<file path="src/design/stfm_pkg.sv">
// package for the sorted table first-match search block
// holds widths, request and status codes, fsm state type and control structs
// no dependencies
package stfm_pkg;

  // payload widths of the request and result channels
  localparam int ACTION_W = 2;
  localparam int KEY_W    = 16;
  localparam int STATUS_W = 2;
  localparam int INDEX_W  = 12;
  localparam int COUNT_W  = 13;

  // default table geometry
  localparam int DEF_TABLE_DEPTH = 4096;
  localparam int DEF_KEY_BITS    = 16;

  // request action codes
  localparam logic [ACTION_W-1:0] ACT_APPEND = 2'd0;
  localparam logic [ACTION_W-1:0] ACT_QUERY  = 2'd1;
  localparam logic [ACTION_W-1:0] ACT_CLEAR  = 2'd2;

  // result status codes
  localparam logic [STATUS_W-1:0] ST_OK    = 2'd0;
  localparam logic [STATUS_W-1:0] ST_FULL  = 2'd1;
  localparam logic [STATUS_W-1:0] ST_ORDER = 2'd2;
  localparam logic [STATUS_W-1:0] ST_MISS  = 2'd3;

  // controller states
  typedef enum logic [1:0] {
    S_IDLE,
    S_START,
    S_SEARCH,
    S_FINISH
  } state_t;

  // commands from controller to datapath
  typedef struct packed {
    logic load;    // latch request, init search bounds
    logic probe;   // first memory read at the middle of the range
    logic step;    // compare, narrow range, issue next read
    logic finish;  // commit state update and load result register
  } ctrl_cmd_t;

  // status from datapath to controller
  typedef struct packed {
    logic is_query;     // latched request is a query
    logic range_empty;  // search range holds no entry
    logic step_done;    // this step closes the search range
  } dp_stat_t;

endpackage

</file>
<file path="src/design/stfm_ctrl.sv">
// controller fsm for the first-match search: sequences request intake,
// binary search probes and result hand-off; depends on stfm_pkg
module stfm_ctrl (
  input  logic                 clk,
  input  logic                 rst_n,
  input  logic                 in_valid,
  output logic                 in_ready,
  output logic                 out_valid,
  input  logic                 out_ready,
  input  stfm_pkg::dp_stat_t   stat,
  output stfm_pkg::ctrl_cmd_t  cmd
);
  import stfm_pkg::*;

  state_t state_r, state_nxt;
  logic   out_valid_r, out_valid_nxt;
  logic   slot_free;

  // result register can take a new result when empty or being drained
  assign slot_free = !out_valid_r || out_ready;

  // next state
  always_comb begin
    state_nxt = state_r;
    case (state_r)
      S_IDLE: begin
        if (in_valid) begin
          state_nxt = stat.is_query ? S_START : S_FINISH;
        end
      end
      S_START: begin
        state_nxt = stat.range_empty ? S_FINISH : S_SEARCH;
      end
      S_SEARCH: begin
        if (stat.step_done) begin
          state_nxt = S_FINISH;
        end
      end
      S_FINISH: begin
        if (slot_free) begin
          state_nxt = S_IDLE;
        end
      end
      default: state_nxt = S_IDLE;
    endcase
  end

  // outputs and commands
  always_comb begin
    cmd       = '0;
    in_ready  = 1'b0;
    case (state_r)
      S_IDLE: begin
        in_ready = 1'b1;
        cmd.load = in_valid;
      end
      S_START: begin
        cmd.probe = !stat.range_empty;
      end
      S_SEARCH: begin
        cmd.step = 1'b1;
      end
      S_FINISH: begin
        cmd.finish = slot_free;
      end
      default: begin
        cmd = '0;
      end
    endcase
  end

  // result valid flag
  always_comb begin
    out_valid_nxt = out_valid_r;
    if (cmd.finish) begin
      out_valid_nxt = 1'b1;
    end else if (out_ready) begin
      out_valid_nxt = 1'b0;
    end
  end

  always_ff @(posedge clk) begin
    if (!rst_n) begin
      state_r     <= S_IDLE;
      out_valid_r <= 1'b0;
    end else begin
      state_r     <= state_nxt;
      out_valid_r <= out_valid_nxt;
    end
  end

  assign out_valid = out_valid_r;

endmodule

</file>
<file path="config.mk">
export PLATFORM = sky130hd
export DESIGN_NAME = stfm_ctrl
export DESIGN_NICKNAME = d
export VERILOG_FILES = /design/src/design/stfm_pkg.sv /design/src/design/stfm_ctrl.sv
export SDC_FILE = /design/constraint.sdc
export NUM_CORES = 1
export LEC_CHECK = 0
export BUFFER_PORTS_ARGS = -buffer_cell sky130_fd_sc_hd__buf_2
export CAP_MARGIN = 20
export CORE_AREA = 5 5 42 44
export CTS_CLUSTER_DIAMETER = 120
export DETAILED_ROUTE_END_ITERATION = 16
export DIE_AREA = 0 0 47 49
export GPL_ROUTABILITY_DRIVEN = 0
export PLACE_DENSITY_LB_ADDON = 0.2
export SYNTH_ARGS = -nofsm -noshare
export SYNTH_HDL_FRONTEND = slang
export SYNTH_SLANG_ARGS = --single-unit
</file>
<file path="constraint.sdc">
create_clock -name clk -period 1.42 [get_ports clk]
set_input_delay 0.284 -clock clk [delete_from_list [all_inputs] [get_ports clk]]
set_output_delay 0.284 -clock clk [all_outputs]
set_load 0.02 [all_outputs]
</file>
==> metrics.md, run 1 <==
| Metric | Value |
|---|---|
| Outcome | complete, no violations |
| Initial Utilization | 18.6% |
| H-Tree Depth | 1 |
| Post-DRT Antenna Nets | 0 |
| Post-Route WL | 639 um |
| Drt drc | 0 |
| Pin count of the biggest net entering global routing | 5 |
| Syn Nets | 40 |
| Top cell type's share of synthesized area | 23.1% |
| Core ar. | 1400 um^2 |
| Synth warnings | 0 |
| Clk slew on worst S/H paths | 40 ps |
| Critical path data required time | 1140 ps |
| Yosys top cell by area | dfxtp_1 |
| CTS tree | done |
| Register-to-Register Path Depth | 6 |
| Crit. End Element | primary output |
| Antenna diodes | 0 |
| Tcrit/Tclk final | 98.1% |
| Layout cells sized above 1 | 65.3% |
| GRT Util Overall | 6.96% |
| RR Endpoint | state_r[0] |
| Vias per cell | 4.05 |
| Netlist Area Pre-Place | 260 um^2 |
| Number of global-route vias before repair | 258 |
| Starting DRC count in detailed routing | 5 |
| Synth cell types | 17 |
| Hold buffer count at CTS | 0 |
| Area grow syn2layout | 72.1% |
| Register area share after synthesis | 23.1% |
| Port bufs | 12 |
| Post-Synth Adder-Cell Area | 19.2% |
| Compound-Gate Fraction of Synth Area | 17.3% |
| Hold Crit Class | in2reg |
| RSZ-0062 raised after global routing | yes |
| Largest family of logic cells by synthesized area | simple AND/OR/NAND/NOR gates |
| Xor/xnor share of the synthesized area | 0% |
| Clock skew | 0.286 ps |
| Via Count | 263 |
| Initial antenna violation count | 0 |
| Peak supply drop | 0.639 mV |
| Worst Setup SP | state_r[0] |
| Dpl hpwl | 481 um |
| Pwr dens | 1940 nW/um^2 |
| Fin nets | 61 |
| WP data arrival | 1110 ps |
| Synthesis-stage register bit count | 3 |
| Sink Count | 3 |
| Hold Violations, Final | 0 |
| WL per Instance | 9.83 um |
| Hold Crit Depth | 3 |
| Max cap viols | 0 |
| R2r setup slk | 100 ps |
| Wire length of the first global-routing pass | 1.10 mm |
| WS Path Type | reg2out |
| Number of CTS-inserted buffers | 3 |
| Critical Path Start Type | flip-flop |
| Clock Latency Late Sink | 230 ps |
| CTS root buffer | clkbuf_4 |
| Total Power | 868 uW |
| Slew HR | 88.2% |
| Critical path peak fanout | 4 |
| R2r startpoint | state_r[0] |
| Core Rows | 14 |
| Most area-consuming cells after synthesis | dfxtp_1 23%, ha_1 19%, nor2b_1 7.2%, a311oi_2 5.8%, inv_1 5.8% |
| Horiz. Die Dim | 47 um |
| Post-synthesis simple-gate area fraction | 27.9% |
| Final setup viols | 0 |
| Final core area utilization | 32.0% |
| Tmin final | 1390 ps |
| DR pass1 iterations | 4 |
| Total I/O pin count | 13 |
| Max clock buf depth | 2 |
| Die height | 49 um |
| Slew at the pin with the worst max-slew slack | 172 ps |
| Pins Over Slew Limit | 0 |
| HP Start | rst_n |
| Synth Instances | 29 |
| Die Area | 2300 um^2 |
| Avg Cell Area, Syn | 8.97 um^2 |
| Pleak | 0.210 nW |
| Hold endpoint | out_valid |
| Total grt overflow | 0 |
| Fmax | 718 MHz |
| Mux share of post-synthesis cell area | 3.85% |
[cells by family (layout without fill, tap and decap cells)]
logic type / after synthesis / count (layout)
and+or+nand+nor: 11 / 11
AOI/OAI and AO/OA: 5 / 5
buffers and inverters: 5 / 25
adders and majority gates: 4 / 4
DFF: 3 / 3
muxes: 1 / 1
[worst max path at each step]
| stage | end | slack, ps |
|---|---|---|
| floorplan | cmd[3] | 100 |
| global placement | cmd[3] | 110 |
| detailed placement | cmd[3] | 90 |
| CTS | cmd[0] | 6 |
| global route | cmd[0] | -20 |
| finish | cmd[0] | 30 |
[area by class of cell]
| class | count | area, um^2 |
|---|---|---|
| clock buffer | 4 | 26.3 |
| fill | 159 | 953 |
| inverter | 4 | 15.0 |
| multi-input combinational | 21 | 205 |
| sequential | 3 | 65.1 |
| tap | 16 | 20.0 |
| timing repair buffer | 17 | 116 |
[layer usage]
metal,wire (um),part of all wire (%),track usage (%)
met1,287,45,9.19
met2,273,43,8.14
met3,58,9.1,3.32
met4,19,3.0,5.53
met5,0,0,0
[placed cells by master (no fill, tap or decap), drive strengths merged]
master	netlist	final
and3	1	1
and2	1	1
clkbuf	0	4
nor2b	3	3
dfxtp	3	3
a311oi	1	1
nor2	2	2
inv	4	4
nand2b	2	2
a21oi	1	1
a211oi	1	1
buf	1	17
nand3b	1	1
mux2i	1	1
a31oi	2	2
nand3	1	1
ha	4	4
[through the flow]
stage | instances | TNS (ps) | setup WS [ps] | hold WS (ps) | area, um^2
floorplan | 29 | 0 | 101 | 453 | 260
global placement | 58 | 0 | 115 | 567 | 348
detailed placement | 58 | 0 | 91.9 | 561 | 348
CTS | 64 | 0 | 5.65 | 351 | 424
global route | 65 | -36.9 | -17.7 | 369 | 448
finish | 65 | 0 | 27.2 | 352 | 448
[report_power, final]
group | internal (mW) | switching, mW | leakage, nW
sequential | 0.124 | 0.0277 | 0.0256
clock | 0.105 | 0.0450 | 0.0150
combinational | 0.292 | 0.274 | 0.169
[registers in the layout (all words and copies together), names as in the netlist]
signal / cells
state_r: 2
out_valid: 1
[timing repair]
item                                    4_1_cts  5_1_grt
endpoints found under the setup margin        3        5
resized for setup                            10        6
buffers inserted                              2        1
pin swaps                                     1        1
[worst max-delay path: stages, from the launching register on]
cell     delay (ps)
dfxtp_4         350
buf_6           120
ha_4            140
nor2b_1         120
buf_4           150
[synth_stat cells]
cell,number
and2_2,1
nor2_1,2
ha_1,4
and3_4,1
nor2b_1,3
buf_4,1
dfxtp_1,3
a211oi_2,1
nand3b_1,1
nand2b_2,1
inv_1,4
nand2b_1,1
a311oi_2,1
a21oi_1,1
a31oi_1,2
mux2i_1,1
nand3_1,1
Power figures use the tool's default switching activity.
==> run 2, diff against run 1 <==
- SETUP_SLACK_MARGIN: default -> 0.1
==> metrics.md, run 2 (synthesized netlist as in run 1, its figures left out) <==
| Metric | Value |
|---|---|
| Die Area | 2300 um^2 |
| Port bufs | 12 |
| Clk slew on worst S/H paths | 40 ps |
| Outcome | complete, no violations |
| Tmin final | 1380 ps |
| Number of global-route vias before repair | 257 |
| Total Power | 933 uW |
| Initial Utilization | 18.6% |
| Critical path data required time | 1140 ps |
| Slew HR | 88.1% |
| Dpl cells | 58 |
| Largest Register | state_r |
| WP data arrival | 1100 ps |
| Clock Latency Late Sink | 230 ps |
| Hold_ws | 354 ps |
| R2r setup slk | 140 ps |
| RSZ-0062 raised after global routing | yes |
| Via Count | 271 |
| Max cap viols | 0 |
| Final setup viols | 0 |
| Initial antenna violation count | 0 |
| Area grow syn2layout | 80.8% |
| H-Tree Depth | 1 |
| Hold Violations, Final | 0 |
| Tcrit/Tclk final | 97.4% |
| Non-filler cells, final | 65 |
| Fillers | 146 |
| Layout cells sized above 1 | 67.3% |
| Fin area | 470 um^2 |
| Clock skew | 1.51 ps |
| Pleak | 0.215 nW |
| Sink Count | 3 |
| Pins Over Slew Limit | 0 |
| WS Path Type | reg2out |
| Vias per cell | 4.17 |
| DP Area | 348 um^2 |
| Slew at the pin with the worst max-slew slack | 174 ps |
| Crit. End Element | primary output |
| Most frequent cells in the layout | 7 x buf_2, 6 x buf_6, 4 x buf_4, 3 x clkbuf_4 |
| Core ar. | 1400 um^2 |
| Wire length of the first global-routing pass | 1.10 mm |
| Hold Crit Class | in2reg |
| Post-Route WL | 661 um |
| Largest register FFs | 2 |
| Critical Path Start Type | flip-flop |
| Total Neg Setup Slack | 0 ps |
| Post-DRT Antenna Nets | 0 |
| DR pass1 iterations | 4 |
| Drt drc | 0 |
| Starting DRC count in detailed routing | 4 |
| Total I/O pin count | 13 |
| Fin nets | 61 |
| Total grt overflow | 0 |
| CTS root buffer | clkbuf_4 |
| Pin count of the biggest net entering global routing | 5 |
| Antenna diodes | 0 |
| GRT Util Overall | 6.96% |
| Die height | 49 um |
| Core Rows | 14 |
| Fmax | 723 MHz |
| Dpl hpwl | 481 um |
| Pwr dens | 1980 nW/um^2 |
| Horiz. Die Dim | 47 um |
| Peak supply drop | 0.638 mV |
| WL per Instance | 10.2 um |
| Commonest non-fill, non-tap cell in the layout | buf_2 |
| Critical path peak fanout | 4 |
| Number of CTS-inserted buffers | 3 |
| Max clock buf depth | 2 |
| CTS tree | done |
-- run 2: what timing repair did --
item | in CTS | in global routing
resized for setup | 18 | 5
buffers inserted | 3 | 0
gates cloned | 0 | 0
setup endpoints to repair | 5 | 7
pin swaps | 2 | 1
hold buffers | 0 | 0
-- run 2: cell type report --
class	count	area (um^2)	area share [%]
Sequential cell	3	62.6	13.3
Timing Repair Buffer	17	133	28.2
Inverter	4	15.0	3.19
Tap cell	16	20.0	4.26
Multi-Input combinational cell	21	214	45.5
Clock buffer	4	26.3	5.59
-- run 2: final timing paths --
check / startpoint / end / cells after the start
worst max-delay path: state_r[0] / cmd[0] / 4
worst min-delay path: out_ready / out_valid / 4
worst max register to register: state_r[0] / state_r[0] / 6
worst min register to register: state_r[0] / state_r[0] / 2
-- run 2: critical path: stages, from the launching register on --
cell and delay, ps:
dfxtp_2 330, buf_6 120, ha_4 140, nor2b_1 120, buf_4 150
-- run 2: report_power, final --
part	internal, mW	switching (mW)	leakage [nW]
clock network	0.105	0.0450	0.0150
registers	0.119	0.0290	0.0253
logic	0.348	0.286	0.175
-- run 2: metal layers --
| layer | up-vias | GRT usage (%) | part of all wire, % |
|---|---|---|---|
| li1 | 137 | - | - |
| met1 | 119 | 9.19 | 44 |
| met2 | 13 | 8.14 | 44 |
| met3 | 2 | 3.32 | 8.8 |
| met4 | 0 | 5.53 | 2.9 |
| met5 | - | 0 | 0 |
-- run 2: through the flow --
stage / util [%] / setup WS [ps]
2_1_floorplan: - / 101
6_report: 33.6 / 37.5
5_1_grt: 33.6 / -11.4
3_3_place_gp: 24.8 / 115
4_1_cts: 32.4 / 33.6
3_5_place_dp: 24.8 / 91.9
==> run 3, diff against run 2 <==
==> constraint.sdc (replaced) <==
create_clock -name clk -period 1.42 [get_ports clk]
set_input_delay 0.071 -clock clk [delete_from_list [all_inputs] [get_ports clk]]
set_output_delay 0.071 -clock clk [all_outputs]
set_load 0.02 [all_outputs]
==> metrics.md, run 3 (synthesized netlist as in run 1, its figures left out) <==
| Metric | Value |
|---|---|
| Dpl cells | 57 |
| Post-DRT Antenna Nets | 0 |
| Tmin final | 1260 ps |
| Core ar. | 1400 um^2 |
| Initial Utilization | 18.6% |
| Pins Over Slew Limit | 0 |
| Hold Crit Class | in2reg |
| Number of CTS-inserted buffers | 3 |
| Most frequent cells in the layout | 12 x buf_2, 4 x inv_1, 3 x nor2b_1, 3 x ha_1, 3 x clkbuf_4 |
| Total grt overflow | 0 |
| Post-CTS setup repair buffer count | 0 |
| Hold Crit Depth | 3 |
| Critical path data required time | 1350 ps |
| Critical path peak fanout | 5 |
| R2r setup slk | 210 ps |
| Pin count of the biggest net entering global routing | 6 |
| Pleak | 0.185 nW |
| Core Rows | 14 |
| Commonest non-fill, non-tap cell in the layout | buf_2 |
| Clock skew | 0.517 ps |
| Total Neg Setup Slack | 0 ps |
| Wire length of the first global-routing pass | 890 um |
| Die height | 49 um |
| Crit. End Element | primary output |
| H-Tree Depth | 1 |
| Hold buffer count at CTS | 0 |
| Max stage delay on crit path | 320 ps |
| Sink Count | 3 |
| R2r startpoint | state_r[0] |
| Worst path cell trace | inv_1, ha_2, and2_2, buf_2 |
| Fillers | 180 |
| Pwr dens | 1910 nW/um^2 |
| WL per Instance | 9.57 um |
| RR Endpoint | state_r[0] |
| Max cap viols | 0 |
| Dpl hpwl | 453 um |
| Multi-input gate area | 180 um^2 |
| Clock Latency Late Sink | 230 ps |
| Peak supply drop | 0.583 mV |
| Fin nets | 57 |
| Critical Path Start Type | flip-flop |
| Horiz. Die Dim | 47 um |
| HP Start | rst_n |
| Sequential Area | 62.6 um^2 |
| Area grow syn2layout | 42.8% |
| Layout cells sized above 1 | 53.3% |
| Largest Register | state_r |
| Total I/O pin count | 13 |
| Number of global-route vias before repair | 238 |
| RSZ-0062 raised after global routing | no |
| Final core area utilization | 26.5% |
| Slew HR | 87.6% |
| Final setup viols | 0 |
| Pre-CTS setup slack | 179 ps |
| Post-Route WL | 584 um |
| DR pass1 iterations | 4 |
| Clk slew on worst S/H paths | 30 ps |
| Outcome | complete, no violations |
| Die Area | 2300 um^2 |
| Largest register FFs | 2 |
| Hold endpoint | out_valid |
| WS Path Type | reg2out |
| CTS tree | done |
| Register-to-Register Path Depth | 5 |
| CP delay by family, top | flip-flops |
| Hold Violations, Final | 0 |
| Antenna diodes | 0 |
| Initial antenna violation count | 0 |
| Slew at the pin with the worst max-slew slack | 180 ps |
| Total Power | 710 uW |
| Slowest CP cell | dfxtp_2 |
| GRT Util Overall | 5.98% |
| Max clock buf depth | 2 |
| WP data arrival | 1190 ps |
| Drt drc | 0 |
| Non-filler cells, final | 61 |
| Tcrit/Tclk final | 88.5% |
| Slack of the critical path | 163 ps |
| CTS root buffer | clkbuf_4 |
| Via Count | 257 |
| Fmax | 795 MHz |
| Port bufs | 12 |
| Vias per cell | 4.21 |
| Starting DRC count in detailed routing | 4 |
| Buf/Inv on CP | 2 |
run 3: changes by cell type in the layout (fill, tap and decap cells not counted), sizes merged:
cell,before,now
buf,17,13
run 3: area by class of cell:
| cell class | instances | area share [%] |
|---|---|---|
| multi-input cells | 21 | 48.5 |
| repair buffers | 13 | 18.2 |
| flip-flops and latches | 3 | 16.8 |
| clock buffers | 4 | 7.07 |
| well taps | 16 | 5.39 |
| inverters | 4 | 4.04 |
run 3: worst max path at each step:
stage	from	to	cells past startpoint
3_3_place_gp	state_r[1]	state_r[0]	5
6_report	state_r[0]	cmd[3]	4
4_1_cts	state_r[0]	cmd[3]	4
5_1_grt	state_r[1]	cmd[3]	4
2_1_floorplan	state_r[0]	state_r[0]	5
3_5_place_dp	state_r[1]	state_r[0]	5
run 3: power by group:
part | internal (mW) | total, mW | switching (mW)
clock network | 0.105 | 0.146 | 0.0407
registers | 0.120 | 0.148 | 0.0281
logic | 0.187 | 0.416 | 0.229
run 3: worst reg2reg max path, cell delays in order, from the launching register on:
cell and delay, ps:
dfxtp_2 320, inv_1 100, ha_2 240, nand2b_2 90, and3_4 190, a311oi_2 180
run 3: through the flow:
step / hold WS, ps / area, um^2
CTS: 124 / 370
global placement: 360 / 340
detailed placement: 363 / 340
global route: 148 / 372
finish: 121 / 372
floorplan: 220 / 260
run 3: repair_timing:
action,4_1_cts,5_1_grt
setup endpoints to repair,1,2
pin swaps,0,0
resized for setup,2,1
run 3: per-layer routing:
metal  GRT usage [%]  part of all wire [%]  up-vias
met5               0                     0        -
met4            8.29                   3.3        0
met3            1.11                   8.9        2
met2            7.92                    49       11
met1            6.36                    39      116
li1                -                     -      128
